===== config.mk =====
export PLATFORM = sky130hd
export DESIGN_NAME = pwm_input_duty_meter_unit
export DESIGN_NICKNAME = d
export VERILOG_FILES = /design/src/pwm_dm_pkg.sv /design/src/pwm_input_duty_meter_unit.sv /design/src/pwm_dm_ram.sv /design/src/pwm_dm_div.sv /design/src/pwm_dm_ctrl.sv /design/src/pwm_dm_dp.sv
export VERILOG_INCLUDE_DIRS = /design/src /design/src/src
export SDC_FILE = /design/constraint.sdc
export NUM_CORES = 1
export LEC_CHECK = 0
export BUFFER_PORTS_ARGS = -buffer_cell sky130_fd_sc_hd__clkbuf_2
export CORE_ASPECT_RATIO = 0.8
export CORE_MARGIN = 5
export CORE_UTILIZATION = 55
export DETAILED_ROUTE_END_ITERATION = 12
export PLACE_DENSITY = 0.71
export SYNTH_ARGS = -nofsm -noshare
export SYNTH_HDL_FRONTEND = slang
export SYNTH_SLANG_ARGS = --single-unit
export TNS_END_PERCENT = 5

===== constraint.sdc =====
create_clock -name i_clk -period 11.5 [get_ports i_clk]
set_input_delay 1.725 -clock i_clk [delete_from_list [all_inputs] [get_ports i_clk]]
set_output_delay 1.725 -clock i_clk [all_outputs]
set_load 0.01 [all_outputs]

===== src/pwm_input_duty_meter_unit_defines.svh =====
// ---------------------------------------------------------------------------
// PWM duty meter assertion macros
// Shared same-cycle implication and next-cycle checks for the duty meter.
// ---------------------------------------------------------------------------
`ifndef PWM_INPUT_DUTY_METER_UNIT_DEFINES_SVH
`define PWM_INPUT_DUTY_METER_UNIT_DEFINES_SVH

// antecedent implies consequent in the same cycle
`define PDM_ASSERT_IMP(lbl, clk, rst_n, ante, cons) \
    lbl: assert property (@(posedge clk) disable iff (!rst_n) (ante) |-> (cons)) \
        else $error("pwm duty meter check failed");

// antecedent implies consequent in the next cycle
`define PDM_ASSERT_NXT(lbl, clk, rst_n, ante, cons) \
    lbl: assert property (@(posedge clk) disable iff (!rst_n) (ante) |=> (cons)) \
        else $error("pwm duty meter check failed");

`endif


===== src/pwm_dm_pkg.sv =====
// ---------------------------------------------------------------------------
// PWM duty meter package
// Widths, codes, state type and controller/datapath interface structs.
// ---------------------------------------------------------------------------
package pwm_dm_pkg;

    localparam int DUTY_W = 10;
    localparam int CNT_W  = 16;
    localparam int SUM_W  = CNT_W + 1;
    // high_width*1000 + sum/2 stays below 2^26
    localparam int NUM_W  = 26;
    localparam int DEN_W  = SUM_W;

    localparam logic [DUTY_W-1:0] FULL_SCALE = 10'd1000;

    localparam logic [1:0] KIND_EDGE    = 2'd0;
    localparam logic [1:0] KIND_TIMEOUT = 2'd1;
    localparam logic [1:0] KIND_COMPUTE = 2'd2;

    localparam int SEEN_LOW_BIT  = 0;
    localparam int SEEN_HIGH_BIT = 1;

    typedef enum logic [1:0] {
        PH_UNKNOWN = 2'd0,
        PH_LOW     = 2'd1,
        PH_HIGH    = 2'd2
    } t_phase;

    typedef enum logic [3:0] {
        ST_IDLE,
        ST_SEED,
        ST_MEAS,
        ST_MDIV,
        ST_WRITE,
        ST_WALK,
        ST_TRIM,
        ST_TMUL,
        ST_DONE
    } t_state;

    typedef struct packed {
        logic apply_item;
        logic cnt_clr;
        logic seed_wr;
        logic seed_done;
        logic meas_div_start;
        logic meas_take_fixed;
        logic meas_take_div;
        logic hist_wr;
        logic walk_step;
        logic trim_load;
        logic trim_take;
        logic out_load;
    } t_cmd;

    typedef struct packed {
        logic seeded;
        logic ready;
        logic stuck;
        logic sum_zero;
        logic slot_last;
        logic cnt_last;
        logic walk_end;
        logic div_done;
        logic out_free;
    } t_stat;

endpackage


===== src/pwm_input_duty_meter_unit.sv =====
// ---------------------------------------------------------------------------
// PWM input duty meter
// Measures PWM high-time duty in permille with a trimmed-mean history filter.
//
//   channel  direction  handshake              payload
//   in       slave      i_in_valid/o_in_stall  i_kind, i_pin_level,
//                                              i_capture_count
//   out      master     o_out_valid/i_out_stall o_duty_permille,
//                                              o_measurement_pending
//
// Edge, timeout, reserved and idle compute transactions go from idle to done.
// A pending measurement adds a 26-step serial divide (skipped when stuck or
// zero-width), a handoff and a write; the first compute adds HISTORY_DEPTH
// seeding writes, and a ring wrap adds a history walk and reciprocal scaling.
// A full output register holds the controller. Reset is synchronous; history
// is seeded by the first compute.
// ---------------------------------------------------------------------------
module pwm_input_duty_meter_unit #(
    parameter int HISTORY_DEPTH = 8
) (
    input  logic                          i_clk,
    input  logic                          i_rst_n,
    input  logic                          i_in_valid,
    output logic                          o_in_stall,
    input  logic [1:0]                    i_kind,
    input  logic                          i_pin_level,
    input  logic [pwm_dm_pkg::CNT_W-1:0]  i_capture_count,
    output logic                          o_out_valid,
    input  logic                          i_out_stall,
    output logic [pwm_dm_pkg::DUTY_W-1:0] o_duty_permille,
    output logic                          o_measurement_pending
);

    pwm_dm_pkg::t_cmd  cmd;
    pwm_dm_pkg::t_stat stat;

    pwm_dm_ctrl u_ctrl (
        .i_clk      (i_clk),
        .i_rst_n    (i_rst_n),
        .i_in_valid (i_in_valid),
        .i_kind     (i_kind),
        .o_in_stall (o_in_stall),
        .i_stat     (stat),
        .o_cmd      (cmd)
    );

    pwm_dm_dp #(
        .HISTORY_DEPTH (HISTORY_DEPTH)
    ) u_dp (
        .i_clk                 (i_clk),
        .i_rst_n               (i_rst_n),
        .i_cmd                 (cmd),
        .o_stat                (stat),
        .i_kind                (i_kind),
        .i_pin_level           (i_pin_level),
        .i_capture_count       (i_capture_count),
        .i_out_stall           (i_out_stall),
        .o_out_valid           (o_out_valid),
        .o_duty_permille       (o_duty_permille),
        .o_measurement_pending (o_measurement_pending)
    );

endmodule


===== src/pwm_dm_ram.sv =====
// ---------------------------------------------------------------------------
// PWM duty meter RAM
// Generic single-write, single-read memory with registered read data.
// ---------------------------------------------------------------------------
module pwm_dm_ram #(
    parameter int WIDTH = 10,
    parameter int DEPTH = 8
) (
    input  logic                     i_clk,
    input  logic                     i_wr_en,
    input  logic [$clog2(DEPTH)-1:0] i_wr_addr,
    input  logic [WIDTH-1:0]         i_wr_data,
    input  logic                     i_rd_en,
    input  logic [$clog2(DEPTH)-1:0] i_rd_addr,
    output logic [WIDTH-1:0]         o_rd_data
);

    logic [WIDTH-1:0] r_mem [DEPTH];
    logic [WIDTH-1:0] r_rd_data;

    always_ff @(posedge i_clk) begin
        if (i_wr_en) begin
            r_mem[i_wr_addr] <= i_wr_data;
        end
        if (i_rd_en) begin
            r_rd_data <= r_mem[i_rd_addr];
        end
    end

    assign o_rd_data = r_rd_data;

endmodule


===== src/pwm_dm_div.sv =====
// ---------------------------------------------------------------------------
// PWM duty meter divider
// Restoring divider, one quotient bit per cycle, NUM_W quotient bits per divide.
// ---------------------------------------------------------------------------
module pwm_dm_div (
    input  logic                         i_clk,
    input  logic                         i_rst_n,
    input  logic                         i_start,
    input  logic [pwm_dm_pkg::NUM_W-1:0] i_numer,
    input  logic [pwm_dm_pkg::DEN_W-1:0] i_denom,
    output logic                         o_busy,
    output logic                         o_done,
    output logic [pwm_dm_pkg::NUM_W-1:0] o_quot
);

    localparam int NW = pwm_dm_pkg::NUM_W;
    localparam int DW = pwm_dm_pkg::DEN_W;
    localparam int IW = $clog2(NW + 1);

    logic          r_busy;
    logic          r_done;
    logic [IW-1:0] r_cnt;
    logic [DW-1:0] r_rem;
    logic [DW-1:0] r_den;
    logic [NW-1:0] r_quo;

    logic [DW:0]   trial;
    logic [DW:0]   diff;
    logic          ge;

    assign trial = {r_rem, r_quo[NW-1]};
    assign ge    = trial >= {1'b0, r_den};
    assign diff  = trial - {1'b0, r_den};

    always_ff @(posedge i_clk) begin
        if (!i_rst_n) begin
            r_busy <= 1'b0;
            r_done <= 1'b0;
            r_cnt  <= '0;
        end else begin
            r_done <= 1'b0;
            if (i_start) begin
                r_busy <= 1'b1;
                r_cnt  <= IW'(NW);
            end else if (r_busy) begin
                r_cnt <= r_cnt - 1'b1;
                if (r_cnt == IW'(1)) begin
                    r_busy <= 1'b0;
                    r_done <= 1'b1;
                end
            end
        end
    end

    always_ff @(posedge i_clk) begin
        if (i_start) begin
            r_rem <= '0;
            r_den <= i_denom;
            r_quo <= i_numer;
        end else if (r_busy) begin
            // remainder stays below the divisor, so DW bits hold it
            r_rem <= ge ? diff[DW-1:0] : trial[DW-1:0];
            r_quo <= {r_quo[NW-2:0], ge};
        end
    end

    assign o_busy = r_busy;
    assign o_done = r_done;
    assign o_quot = r_quo;

endmodule


===== src/pwm_dm_ctrl.sv =====
// ---------------------------------------------------------------------------
// PWM duty meter controller
// Sequences item handling, seeding, measurement divide, history walk and
// trimmed-mean scaling.
// ---------------------------------------------------------------------------
module pwm_dm_ctrl (
    input  logic              i_clk,
    input  logic              i_rst_n,
    input  logic              i_in_valid,
    input  logic [1:0]        i_kind,
    output logic              o_in_stall,
    input  pwm_dm_pkg::t_stat i_stat,
    output pwm_dm_pkg::t_cmd  o_cmd
);

    pwm_dm_pkg::t_state r_state;
    pwm_dm_pkg::t_state n_state;

    always_ff @(posedge i_clk) begin
        if (!i_rst_n) begin
            r_state <= pwm_dm_pkg::ST_IDLE;
        end else begin
            r_state <= n_state;
        end
    end

    always_comb begin
        n_state = r_state;
        case (r_state)
            pwm_dm_pkg::ST_IDLE: begin
                if (i_in_valid) begin
                    if (i_kind == pwm_dm_pkg::KIND_COMPUTE) begin
                        if (!i_stat.seeded) begin
                            n_state = pwm_dm_pkg::ST_SEED;
                        end else if (i_stat.ready) begin
                            n_state = pwm_dm_pkg::ST_MEAS;
                        end else begin
                            n_state = pwm_dm_pkg::ST_DONE;
                        end
                    end else begin
                        n_state = pwm_dm_pkg::ST_DONE;
                    end
                end
            end
            pwm_dm_pkg::ST_SEED: begin
                if (i_stat.cnt_last) begin
                    n_state = i_stat.ready ? pwm_dm_pkg::ST_MEAS : pwm_dm_pkg::ST_DONE;
                end
            end
            pwm_dm_pkg::ST_MEAS: begin
                if (i_stat.stuck || i_stat.sum_zero) begin
                    n_state = pwm_dm_pkg::ST_WRITE;
                end else begin
                    n_state = pwm_dm_pkg::ST_MDIV;
                end
            end
            pwm_dm_pkg::ST_MDIV: begin
                if (i_stat.div_done) begin
                    n_state = pwm_dm_pkg::ST_WRITE;
                end
            end
            pwm_dm_pkg::ST_WRITE: begin
                n_state = i_stat.slot_last ? pwm_dm_pkg::ST_WALK : pwm_dm_pkg::ST_DONE;
            end
            pwm_dm_pkg::ST_WALK: begin
                if (i_stat.walk_end) begin
                    n_state = pwm_dm_pkg::ST_TRIM;
                end
            end
            pwm_dm_pkg::ST_TRIM: begin
                n_state = pwm_dm_pkg::ST_TMUL;
            end
            pwm_dm_pkg::ST_TMUL: begin
                n_state = pwm_dm_pkg::ST_DONE;
            end
            pwm_dm_pkg::ST_DONE: begin
                if (i_stat.out_free) begin
                    n_state = pwm_dm_pkg::ST_IDLE;
                end
            end
            default: begin
                n_state = pwm_dm_pkg::ST_IDLE;
            end
        endcase
    end

    always_comb begin
        o_cmd = '0;
        case (r_state)
            pwm_dm_pkg::ST_IDLE: begin
                o_cmd.apply_item = i_in_valid;
                o_cmd.cnt_clr    = i_in_valid;
            end
            pwm_dm_pkg::ST_SEED: begin
                o_cmd.seed_wr   = 1'b1;
                o_cmd.seed_done = i_stat.cnt_last;
            end
            pwm_dm_pkg::ST_MEAS: begin
                if (i_stat.stuck || i_stat.sum_zero) begin
                    o_cmd.meas_take_fixed = 1'b1;
                end else begin
                    o_cmd.meas_div_start = 1'b1;
                end
            end
            pwm_dm_pkg::ST_MDIV: begin
                o_cmd.meas_take_div = i_stat.div_done;
            end
            pwm_dm_pkg::ST_WRITE: begin
                o_cmd.hist_wr = 1'b1;
                o_cmd.cnt_clr = 1'b1;
            end
            pwm_dm_pkg::ST_WALK: begin
                o_cmd.walk_step = 1'b1;
            end
            pwm_dm_pkg::ST_TRIM: begin
                o_cmd.trim_load = 1'b1;
            end
            pwm_dm_pkg::ST_TMUL: begin
                o_cmd.trim_take = 1'b1;
            end
            pwm_dm_pkg::ST_DONE: begin
                o_cmd.out_load = i_stat.out_free;
            end
            default: begin
                o_cmd = '0;
            end
        endcase
    end

    assign o_in_stall = (r_state != pwm_dm_pkg::ST_IDLE);

endmodule


===== src/pwm_dm_dp.sv =====
// ---------------------------------------------------------------------------
// PWM duty meter datapath
// Phase machine state, history RAM, measurement divider, walk accumulator,
// trimmed-mean scaling and output register.
// ---------------------------------------------------------------------------
`include "pwm_input_duty_meter_unit_defines.svh"

module pwm_dm_dp #(
    parameter int HISTORY_DEPTH = 8
) (
    input  logic                              i_clk,
    input  logic                              i_rst_n,
    input  pwm_dm_pkg::t_cmd                  i_cmd,
    output pwm_dm_pkg::t_stat                 o_stat,
    input  logic [1:0]                        i_kind,
    input  logic                              i_pin_level,
    input  logic [pwm_dm_pkg::CNT_W-1:0]      i_capture_count,
    input  logic                              i_out_stall,
    output logic                              o_out_valid,
    output logic [pwm_dm_pkg::DUTY_W-1:0]     o_duty_permille,
    output logic                              o_measurement_pending
);

    localparam int AW     = $clog2(HISTORY_DEPTH);
    localparam int CW     = $clog2(HISTORY_DEPTH + 1);
    localparam int DW     = pwm_dm_pkg::DUTY_W;
    localparam int TRIM_N = HISTORY_DEPTH - 2;
    localparam int TSUM_W = $clog2(HISTORY_DEPTH * 1000 + 1);
    // divide by TRIM_N as a multiply by the rounded-up reciprocal; the shift
    // is wide enough that the quotient is exact over the whole sum range
    localparam int TRIM_S  = TSUM_W + $clog2(TRIM_N);
    localparam int TRIM_MW = TSUM_W + 1;
    localparam int TRIM_M  = ((1 << TRIM_S) + TRIM_N - 1) / TRIM_N;
    localparam int PROD_W  = TSUM_W + TRIM_MW;

    // item state
    pwm_dm_pkg::t_phase          r_phase, n_phase;
    logic [1:0]                  r_seen, n_seen;
    logic [pwm_dm_pkg::CNT_W-1:0] r_low_w, n_low_w;
    logic [pwm_dm_pkg::CNT_W-1:0] r_high_w, n_high_w;
    logic                        r_stuck_lo, n_stuck_lo;
    logic                        r_stuck_hi, n_stuck_hi;
    logic                        r_ready, n_ready;

    logic                        r_seeded;
    logic                        r_seed_item;
    logic                        r_pin;
    logic [AW-1:0]               r_slot;
    logic [DW-1:0]               r_filt;
    logic [DW-1:0]               r_duty;
    logic [CW-1:0]               r_cnt;
    logic [TSUM_W-1:0]           r_tsum;
    logic [DW-1:0]               r_lo;
    logic [DW-1:0]               r_hi;
    logic [TSUM_W-1:0]           r_trim_sum;

    logic                        r_out_valid;
    logic [DW-1:0]               r_out_duty;
    logic                        r_out_pend;

    logic [DW-1:0]               seed_val;
    logic [pwm_dm_pkg::SUM_W-1:0] width_sum;
    logic [pwm_dm_pkg::NUM_W-1:0] meas_numer;
    logic [TSUM_W-1:0]           trim_sum;
    logic [PROD_W-1:0]           trim_prod;
    logic [pwm_dm_pkg::NUM_W-1:0] div_quot;
    logic                        div_busy;
    logic                        div_done;

    logic                        ram_wr_en;
    logic [AW-1:0]               ram_wr_addr;
    logic [DW-1:0]               ram_wr_data;
    logic                        ram_rd_en;
    logic [DW-1:0]               ram_rd_data;
    logic                        edge_item;
    logic                        out_free;

    assign seed_val  = r_pin ? pwm_dm_pkg::FULL_SCALE : '0;
    assign width_sum = {1'b0, r_high_w} + {1'b0, r_low_w};
    assign edge_item = i_cmd.apply_item && (i_kind == pwm_dm_pkg::KIND_EDGE) && !r_ready;

    // phase machine and stuck detection
    always_comb begin
        n_phase    = r_phase;
        n_seen     = r_seen;
        n_low_w    = r_low_w;
        n_high_w   = r_high_w;
        n_stuck_lo = r_stuck_lo;
        n_stuck_hi = r_stuck_hi;
        n_ready    = r_ready;
        if (edge_item) begin
            case (r_phase)
                pwm_dm_pkg::PH_LOW: begin
                    if (i_pin_level) begin
                        n_seen[pwm_dm_pkg::SEEN_LOW_BIT] = 1'b1;
                        n_low_w = i_capture_count;
                        n_phase = pwm_dm_pkg::PH_HIGH;
                    end else begin
                        n_seen     = '0;
                        n_stuck_lo = 1'b1;
                        n_ready    = 1'b1;
                    end
                end
                pwm_dm_pkg::PH_HIGH: begin
                    if (!i_pin_level) begin
                        n_seen[pwm_dm_pkg::SEEN_HIGH_BIT] = 1'b1;
                        n_high_w = i_capture_count;
                        n_phase  = pwm_dm_pkg::PH_LOW;
                        if (r_seen[pwm_dm_pkg::SEEN_LOW_BIT]) begin
                            n_stuck_lo = 1'b0;
                            n_stuck_hi = 1'b0;
                            n_seen     = '0;
                            n_ready    = 1'b1;
                        end
                    end else begin
                        n_seen     = '0;
                        n_stuck_hi = 1'b1;
                        n_ready    = 1'b1;
                    end
                end
                default: begin
                    n_low_w  = '0;
                    n_high_w = '0;
                    n_seen   = '0;
                    n_ready  = 1'b0;
                    n_phase  = i_pin_level ? pwm_dm_pkg::PH_HIGH : pwm_dm_pkg::PH_LOW;
                end
            endcase
        end else if (i_cmd.apply_item && (i_kind == pwm_dm_pkg::KIND_TIMEOUT)) begin
            n_stuck_hi = i_pin_level;
            n_stuck_lo = !i_pin_level;
            n_seen     = '0;
            n_ready    = 1'b1;
        end
        if (i_cmd.hist_wr) begin
            n_phase = pwm_dm_pkg::PH_UNKNOWN;
            n_ready = 1'b0;
        end
    end

    always_ff @(posedge i_clk) begin
        if (!i_rst_n) begin
            r_phase     <= pwm_dm_pkg::PH_UNKNOWN;
            r_seen      <= '0;
            r_low_w     <= '0;
            r_high_w    <= '0;
            r_stuck_lo  <= 1'b0;
            r_stuck_hi  <= 1'b0;
            r_ready     <= 1'b0;
            r_seeded    <= 1'b0;
            r_seed_item <= 1'b0;
            r_slot      <= '0;
            r_filt      <= '0;
            r_cnt       <= '0;
            r_out_valid <= 1'b0;
        end else begin
            r_phase    <= n_phase;
            r_seen     <= n_seen;
            r_low_w    <= n_low_w;
            r_high_w   <= n_high_w;
            r_stuck_lo <= n_stuck_lo;
            r_stuck_hi <= n_stuck_hi;
            r_ready    <= n_ready;

            if (i_cmd.apply_item) begin
                r_seed_item <= 1'b0;
            end
            if (i_cmd.seed_done) begin
                r_seeded    <= 1'b1;
                r_seed_item <= 1'b1;
                r_filt      <= seed_val;
            end
            if (i_cmd.trim_take) begin
                r_filt <= trim_prod[TRIM_S +: DW];
            end

            if (i_cmd.hist_wr) begin
                r_slot <= (r_slot == AW'(HISTORY_DEPTH - 1)) ? '0 : r_slot + 1'b1;
            end

            if (i_cmd.cnt_clr) begin
                r_cnt <= '0;
            end else if (i_cmd.seed_wr || i_cmd.walk_step) begin
                r_cnt <= r_cnt + 1'b1;
            end

            if (i_cmd.out_load) begin
                r_out_valid <= 1'b1;
            end else if (!i_out_stall) begin
                r_out_valid <= 1'b0;
            end
        end
    end

    // payload registers
    always_ff @(posedge i_clk) begin
        if (i_cmd.apply_item) begin
            r_pin <= i_pin_level;
        end
        if (i_cmd.meas_take_fixed) begin
            if (r_stuck_hi) begin
                r_duty <= pwm_dm_pkg::FULL_SCALE;
            end else if (r_stuck_lo) begin
                r_duty <= '0;
            end else begin
                // both widths zero: seed value on the seeding item only
                r_duty <= r_seed_item ? seed_val : '0;
            end
        end else if (i_cmd.meas_take_div) begin
            r_duty <= div_quot[DW-1:0];
        end
        // read data for entry r_cnt-1 arrives while r_cnt is issued
        if (i_cmd.walk_step && (r_cnt != '0)) begin
            if (r_cnt == CW'(1)) begin
                r_tsum <= TSUM_W'(ram_rd_data);
                r_lo   <= ram_rd_data;
                r_hi   <= ram_rd_data;
            end else begin
                r_tsum <= r_tsum + TSUM_W'(ram_rd_data);
                if (ram_rd_data < r_lo) begin
                    r_lo <= ram_rd_data;
                end
                if (ram_rd_data > r_hi) begin
                    r_hi <= ram_rd_data;
                end
            end
        end
        if (i_cmd.trim_load) begin
            r_trim_sum <= trim_sum;
        end
        if (i_cmd.out_load) begin
            r_out_duty <= r_filt;
            r_out_pend <= r_ready;
        end
    end

    // history ring
    assign ram_wr_en   = i_cmd.seed_wr || i_cmd.hist_wr;
    assign ram_wr_addr = i_cmd.hist_wr ? r_slot : r_cnt[AW-1:0];
    assign ram_wr_data = i_cmd.hist_wr ? r_duty : seed_val;
    assign ram_rd_en   = i_cmd.walk_step && (r_cnt < CW'(HISTORY_DEPTH));

    pwm_dm_ram #(
        .WIDTH (DW),
        .DEPTH (HISTORY_DEPTH)
    ) u_hist (
        .i_clk     (i_clk),
        .i_wr_en   (ram_wr_en),
        .i_wr_addr (ram_wr_addr),
        .i_wr_data (ram_wr_data),
        .i_rd_en   (ram_rd_en),
        .i_rd_addr (r_cnt[AW-1:0]),
        .o_rd_data (ram_rd_data)
    );

    // trimmed mean: sum is registered, then scaled by the reciprocal
    assign trim_sum  = r_tsum - TSUM_W'(r_lo) - TSUM_W'(r_hi) + TSUM_W'(TRIM_N / 2);
    assign trim_prod = PROD_W'(r_trim_sum) * PROD_W'(TRIM_M);

    // serial divider for the measured duty
    assign meas_numer = pwm_dm_pkg::NUM_W'(r_high_w) * pwm_dm_pkg::NUM_W'(pwm_dm_pkg::FULL_SCALE)
                      + pwm_dm_pkg::NUM_W'(width_sum >> 1);

    pwm_dm_div u_div (
        .i_clk   (i_clk),
        .i_rst_n (i_rst_n),
        .i_start (i_cmd.meas_div_start),
        .i_numer (meas_numer),
        .i_denom (width_sum),
        .o_busy  (div_busy),
        .o_done  (div_done),
        .o_quot  (div_quot)
    );

    assign out_free = !r_out_valid || !i_out_stall;

    always_comb begin
        o_stat           = '0;
        o_stat.seeded    = r_seeded;
        o_stat.ready     = r_ready;
        o_stat.stuck     = r_stuck_hi || r_stuck_lo;
        o_stat.sum_zero  = (width_sum == '0);
        o_stat.slot_last = (r_slot == AW'(HISTORY_DEPTH - 1));
        o_stat.cnt_last  = (r_cnt == CW'(HISTORY_DEPTH - 1));
        o_stat.walk_end  = (r_cnt == CW'(HISTORY_DEPTH));
        o_stat.div_done  = div_done;
        o_stat.out_free  = out_free;
    end

    assign o_out_valid           = r_out_valid;
    assign o_duty_permille       = r_out_duty;
    assign o_measurement_pending = r_out_pend;

    `PDM_ASSERT_IMP(a_slot_range, i_clk, i_rst_n, 1'b1, r_slot <= AW'(HISTORY_DEPTH - 1))
    `PDM_ASSERT_IMP(a_filt_range, i_clk, i_rst_n, 1'b1, r_filt <= pwm_dm_pkg::FULL_SCALE)
    `PDM_ASSERT_IMP(a_hist_after_seed, i_clk, i_rst_n, i_cmd.hist_wr, r_seeded)
    `PDM_ASSERT_IMP(a_div_idle, i_clk, i_rst_n, i_cmd.meas_div_start, !div_busy)
    `PDM_ASSERT_NXT(a_pending_cleared, i_clk, i_rst_n, i_cmd.hist_wr, !r_ready)

endmodule

**After elaboration in Yosys (flattened, before gate mapping)**

Memory sizes are Yosys's and may differ from the RTL's. A register that Yosys moved wholly into a read port is not among the register bits.
Cells that the tools add are included.

- Register bits after elaboration: 197
- Latch bits: 0
- Bits in writable memories: 80
- Bits in read-only memories: 0
- Bits of input ports: 23
- Word-level logic and storage cells: 204
- Memories kept: 1

- Add/sub/neg operators: 10
- Multipliers: 2
- Divide/modulo/power cells: 0
- Magnitude comparators: 4
- Equality and inequality tests: 32
- Shifts and indexed selects: 0
- Mux-type cells: 82
- Bitwise gates (word level): 4
- Reduce and logical (&&, ||, !) cells: 39

Memory list:

| memory | words | bits a word | read ports | clocked after Yosys merged registers in | wr ports | line | RTL |
|---|---|---|---|---|---|---|---|
| u_dp.u_hist.r_mem | 8 | 10 | 1 | 1 | 1 | pwm_dm_ram.sv:18 | `logic [WIDTH-1:0] r_mem [DEPTH];` |

Operators with widths:

| kind | number |
|---|---|
| $mux 10 | 14 |
| $pmux 16 s2 | 2 |
| $mux 26 | 2 |
| $mux 1 | 36 |
| $mux 4 | 9 |
| $pmux 4 s9 | 1 |
| $mux 16 | 2 |
| $add 26x16->26 | 1 |
| $mul 13x14->26 const B | 1 |
| $sub 13x10->13 | 2 |
| $mul 16x7->23 const B | 1 |
| $eq 4x3->1 const B | 5 |
| $ge 18x17->1 | 1 |
| $add 16x16->17 | 1 |
| $logic_not 17->1 | 1 |
| $mux 17 | 1 |
| $sub 17x17->17 | 1 |
| $reduce_and 3->1 | 5 |
| $reduce_bool 2->1 | 7 |
| $add 13x10->13 | 1 |
| $add 13x2->13 const B | 1 |
| $gt 10x10->1 | 1 |
| $lt 10x10->1 | 1 |
| $mux 2 | 5 |
| 31 further kinds | 71 |

**Logic depth before layout (Yosys ltp)**

- Word-level depth: 6
- Gate-level depth with buffers: 22
- Gate-level depth less buffers: 22

**Hierarchy**

Synthesis repeated with hierarchy kept, for this count alone.

- Cell total of the unflattened synthesis: 1891
- Area total of the unflattened synthesis: 20522.2 um2

By module, submodules not included:

| module | instances | cells an instance | area an instance (um2) | sequential area each (um2) |
|---|---|---|---|---|
| pwm_dm_dp | 1 | 1361 | 13001.2 | 3203.1 |
| pwm_dm_div | 1 | 329 | 3629.7 | 1771.7 |
| pwm_dm_ram | 1 | 138 | 3433.3 | 2702.6 |
| pwm_dm_ctrl | 1 | 63 | 457.9 | 80.1 |

**Worst setup path before layout**

Ideal clock, no wire load.

- Path kind: register to register
- Start: register u_dp.r_high_w[1] in the netlist's numbering
- End: register u_dp.u_div.r_quo[21], in the netlist u_dp.u_div.o_quot[21] (data pin)
- Setup time: 0.260 ns
- Arrival: 5.227 ns
- Slack: 6.013 ns
- Cell stages (with the launch flop): 20
- Buffers on the path: 0
- Period minus slack after synthesis: 5.487 ns
- Cells stage by stage: dfxtp_1 inv_1 fa_1 fa_1 fa_1 fa_1 inv_1 ha_1 o21a_1 o31a_1 a21oi_1 ha_1 or3_1 o311a_1 a41o_1 o21ai_0 nor2_1 nand3_1 xor2_1 mux2_4

- Cells in the longest elaborated chain, start to end: 6
- Elaborated cells between the ends (all ways): 8
- Those cells by class: add/sub (2); mul (1); mux (3); reduce/logical (2)

Ends and longest elaborated chain:

| what | line | RTL |
|---|---|---|
| start, declared | pwm_dm_dp.sv:40 | `logic [pwm_dm_pkg::CNT_W-1:0] r_high_w, n_high_w;` |
| start signal, assigned | pwm_dm_dp.sv:160 | `r_high_w <= n_high_w;` |
| branches (longest 5 deep; another with $add 26x16->26) | - |  |
| $mux 26 (*) | pwm_dm_div.sv:56 | `if (i_start) begin` |
| end signal, assigned | pwm_dm_div.sv:59 | `r_quo <= i_numer;` |
| end signal, assigned | pwm_dm_div.sv:63 | `r_quo <= {r_quo[NW-2:0], ge};` |
| end, declared | pwm_dm_div.sv:25 | `logic [NW-1:0] r_quo;` |

Every way passes the cells marked *.
A chain may end at the register's enable or synchronous reset.

**Worst setup path in the final report**

Ends and elaborated chain as after synthesis.

==> flow_summary_export.csv <==
group,metric,value,unit
cells_and_area,final_nets,2336,
floorplanning,io_pins,36,
timing,finalSetupTns,0,ps
global_routing,grt_overflow,0,
cts,cts_sinks,287,
critical_path,critPathKind,"flop to flop",
cells_and_area,design_area,0.0222,mm^2
cells_and_area,syn_to_final_growth,7.66,%
cts,cts_tree,"done",
synth,synth_top_family_by_area,"adder cells",
critical_path,startpoint_type,"flop",
cts,root_buffer,"clkbuf_16",
power_and_ir_drop,leakage,9.46,nW
placement,portBuffers,35,
route,drc,0,
global_routing,grt_use_total,21.1,%
cts,clock_latency,570,ps
synth,synth_ff_type,"edfxtp_1",
synth,ys_ff_latch,287,
timing,tightestPinTransition,1210,ps
floorplanning,start_util,55.6,%
global_routing,grt_first_pass_wirelength,72200,um
placement,dp_cells,2424,
power_and_ir_drop,p_total,2.33,mW
synth,synthAdderAreaFrac,25.0,%
power_and_ir_drop,p_per_area,105,mW/mm^2
floorplanning,die_area,0.0414,mm^2
cells_and_area,final_common_cell,"inv_1",
timing,fmax,168,MHz
cts,cts_resized,0,
floorplanning,die_height,183,um
floorplanning,rows,63,
synth,synth-compound-area-share,12.3,%
cts,htreeDepth,1,
placement,placed_area,0.0212,mm^2
critical_path,cp.required,11820,ps
critical_path,worstPathArrival,6270,ps
cells_and_area,multiInputGateArea,0.0117,mm^2
cells_and_area,stdcell_count,2478,
synth,synth_xor_area_share,3.66,%
cts,post_cts_buffers,0,
synth,synth.mux.area_fraction,4.71,%
placement,finalWeightedCongestion,0.876,
cts,cts_buffers,30,
synth,synth_area,0.0206,mm^2
status,outcome,"completed",
route,avgRoutedWirePerCell,17.5,um
synth,synthCells,1947,
route,vias,14200,
critical_path,cp_max_fo,8,
floorplanning,core-area,0.0370,mm^2
timing,hold_viol_final,0,
synth,yosysWarnings,0,
cts,path_clk_slew,60,ps
route,drt-initial-drc-count,883,
timing,timing.final.crit_share,51.7,%
cells_and_area,fillers,3053,
synth,syn_nets,2314,
route,postRouteAntennaNets,0,
timing,setup_viol,0,
cells_and_area,diodes,0,
synth,synth_edf_count,201,
synth,yosys.area_share.simple,11.1,%
cells_and_area,register_area,0.00776,mm^2
timing,timing.slew.headroom,19.1,%
cells_and_area,drive_gt1_share,7.79,%
hold_path,hp-class,"flop to flop",
timing,rsz0062_at_grt,"false",
timing,finClkSkew,12.5,ps
route,routed_via_density,5.75,
synth,synthArstFlopShare,0,%
global_routing,grt_pass1_vias,14100,
synth,synth.distinct_cells,80,
synth,seq_area_frac_synth,37.7,%
global_routing,grt_antenna_before_repair,0,
placement,dp_hpwl,33400,um
critical_path,crit_path_end_kind,"flop",
power_and_ir_drop,ir_worst_vdd,0.000130,V
floorplanning,fp.dieW,226,um
route,wl,43300,um
synth,syn_area_per_cell,10.6,um^2
route,drt_pass1_iterations,6,
cells_and_area,final_cell_mix,"238 x inv_1, 231 x ha_1, 201 x edfxtp_1, 152 x nand2_1, 130 x nor2_1",
timing,post-route-min-period,5950,ps
cts,cts_buffer_depth,3,
timing,final_max_slew_viol_count,0,
global_routing,grt_max_degree,59,
cts,hold_buffers,0,
run,cap_violations,0,
==> layer usage <==
metal	vias up	global-route usage, %	share of wire [%]
met3	55	2.70	6.2
met2	396	31.8	43
met4	0	3.99	1.7
met1	6856	33.2	49
met5	-	0	0
li1	6940	-	-
==> registers in the layout, summed over array words and instances (netlist names), 5 cells and up <==
register,cells
u_dp.r_lo,10
u_dp.r_high_w,16
u_dp.u_div.r_rem,17
u_dp.u_div.r_den,17
u_dp.u_div.o_quot,26
u_dp.u_hist.o_rd_data,10
u_dp.o_duty_permille,10
u_dp.r_trim_sum,13
u_dp.r_hi,10
u_dp.u_div.r_cnt,5
u_dp.r_tsum,13
u_dp.r_low_w,16
u_dp.r_duty,10
u_dp.u_hist.r_mem,80
u_dp.r_filt,10
==> cell families after synthesis <==
| family | Yosys count |
|---|---|
| simple gates | 487 |
| compound gates | 389 |
| mux | 59 |
| flops | 287 |
| fa+ha+maj | 344 |
| xor+xnor | 86 |
| buf+inv | 295 |
==> power breakdown <==
| part | leakage, nW | switching [mW] | internal [mW] |
|---|---|---|---|
| sequential | 2.51 | 0.0193 | 1.15 |
| clock | 0.473 | 0.396 | 0.549 |
| combinational | 6.47 | 0.145 | 0.0776 |
| total | 9.46 | 0.560 | 1.77 |
==> cell type report <==
class	count	area share [%]
clock buffer	40	3.74
clock inverter	14	0.570
inverter	241	4.09
multi-input combinational	1365	52.7
sequential	287	35.0
timing repair buffer	44	1.10
tap	487	2.75
==> metrics by stage <==
stage | hold slack, ps | setup WS [ps] | util (%)
2_1_floorplan | 400 | 6010 | -
3_3_place_gp | 416 | 5690 | 57.2
3_5_place_dp | 417 | 5520 | 57.2
4_1_cts | 433 | 5510 | 59.8
5_1_grt | 449 | 5200 | 59.8
6_report | 434 | 5550 | 59.8
==> path summary, 6_finish.rpt <==
path | startpoint | depth (start not counted) | to | slack (ps)
worst min-delay path | u_dp.r_filt[2] | 0 | u_dp.o_duty_permille[2] | 430
worst max register to register | u_dp.r_high_w[1] | 22 | u_dp.u_div.o_quot[21] | 5550
worst min register to register | u_dp.r_filt[2] | 0 | u_dp.o_duty_permille[2] | 430
worst max-delay path | u_dp.r_high_w[1] | 22 | u_dp.u_div.o_quot[21] | 5550
==> cell usage after synthesis (all sizes together) (4+ instances only) <==
master   count  share of area [%]
mux2i        8               0.39
or3          7               0.21
o21ai       73                1.8
xor2        24                1.0
o211ai      13               0.47
fa         113                 11
and2        15               0.46
a211oi      19               0.69
a21boi       6               0.22
a2111oi      5               0.21
nor3        40                1.0
nor4        12               0.36
dfxtp       86                8.4
edfxtp     201                 29
nand2      152                2.8
and3        14               0.43
nor2       130                2.4
o31ai        9               0.35
o2111ai      4               0.17
nand4       15               0.46
nand3b       4               0.15
nand3       40               0.97
buf         11               0.36
a21o        27               0.98
a22oi       18               0.66
nand2b      21               0.64
xnor2       62                2.6
mux2        31                2.1
o211a        6               0.29
clkbuf      43               0.78
inv        240                4.4
a311oi       4               0.17
o31a         4               0.17
or2          9               0.27
a211o        4               0.17
nor2b       18               0.58
o21bai      10               0.36
a21oi      120                2.9
o21a        22               0.81
a31oi       13               0.40
ha         231                 14
mux4        20                2.2
==> worst max-delay path: stages, from the launching register on <==
cell	delay (ps)
dfxtp_1	550
inv_1	160
fa_1	580
fa_1	450
fa_1	490
fa_1	520
inv_1	50
ha_1	340
o21a_1	130
o31a_1	140
o21a_1	180
nor2_1	110
xnor2_1	140
ha_1	310
and2_1	180
o21ai_0	190
inv_1	70
a41o_1	240
o21ai_0	320
nor2_1	120
nand3_1	110
xor2_1	70
mux2_4	260
(Power assumes the default switching activity.)
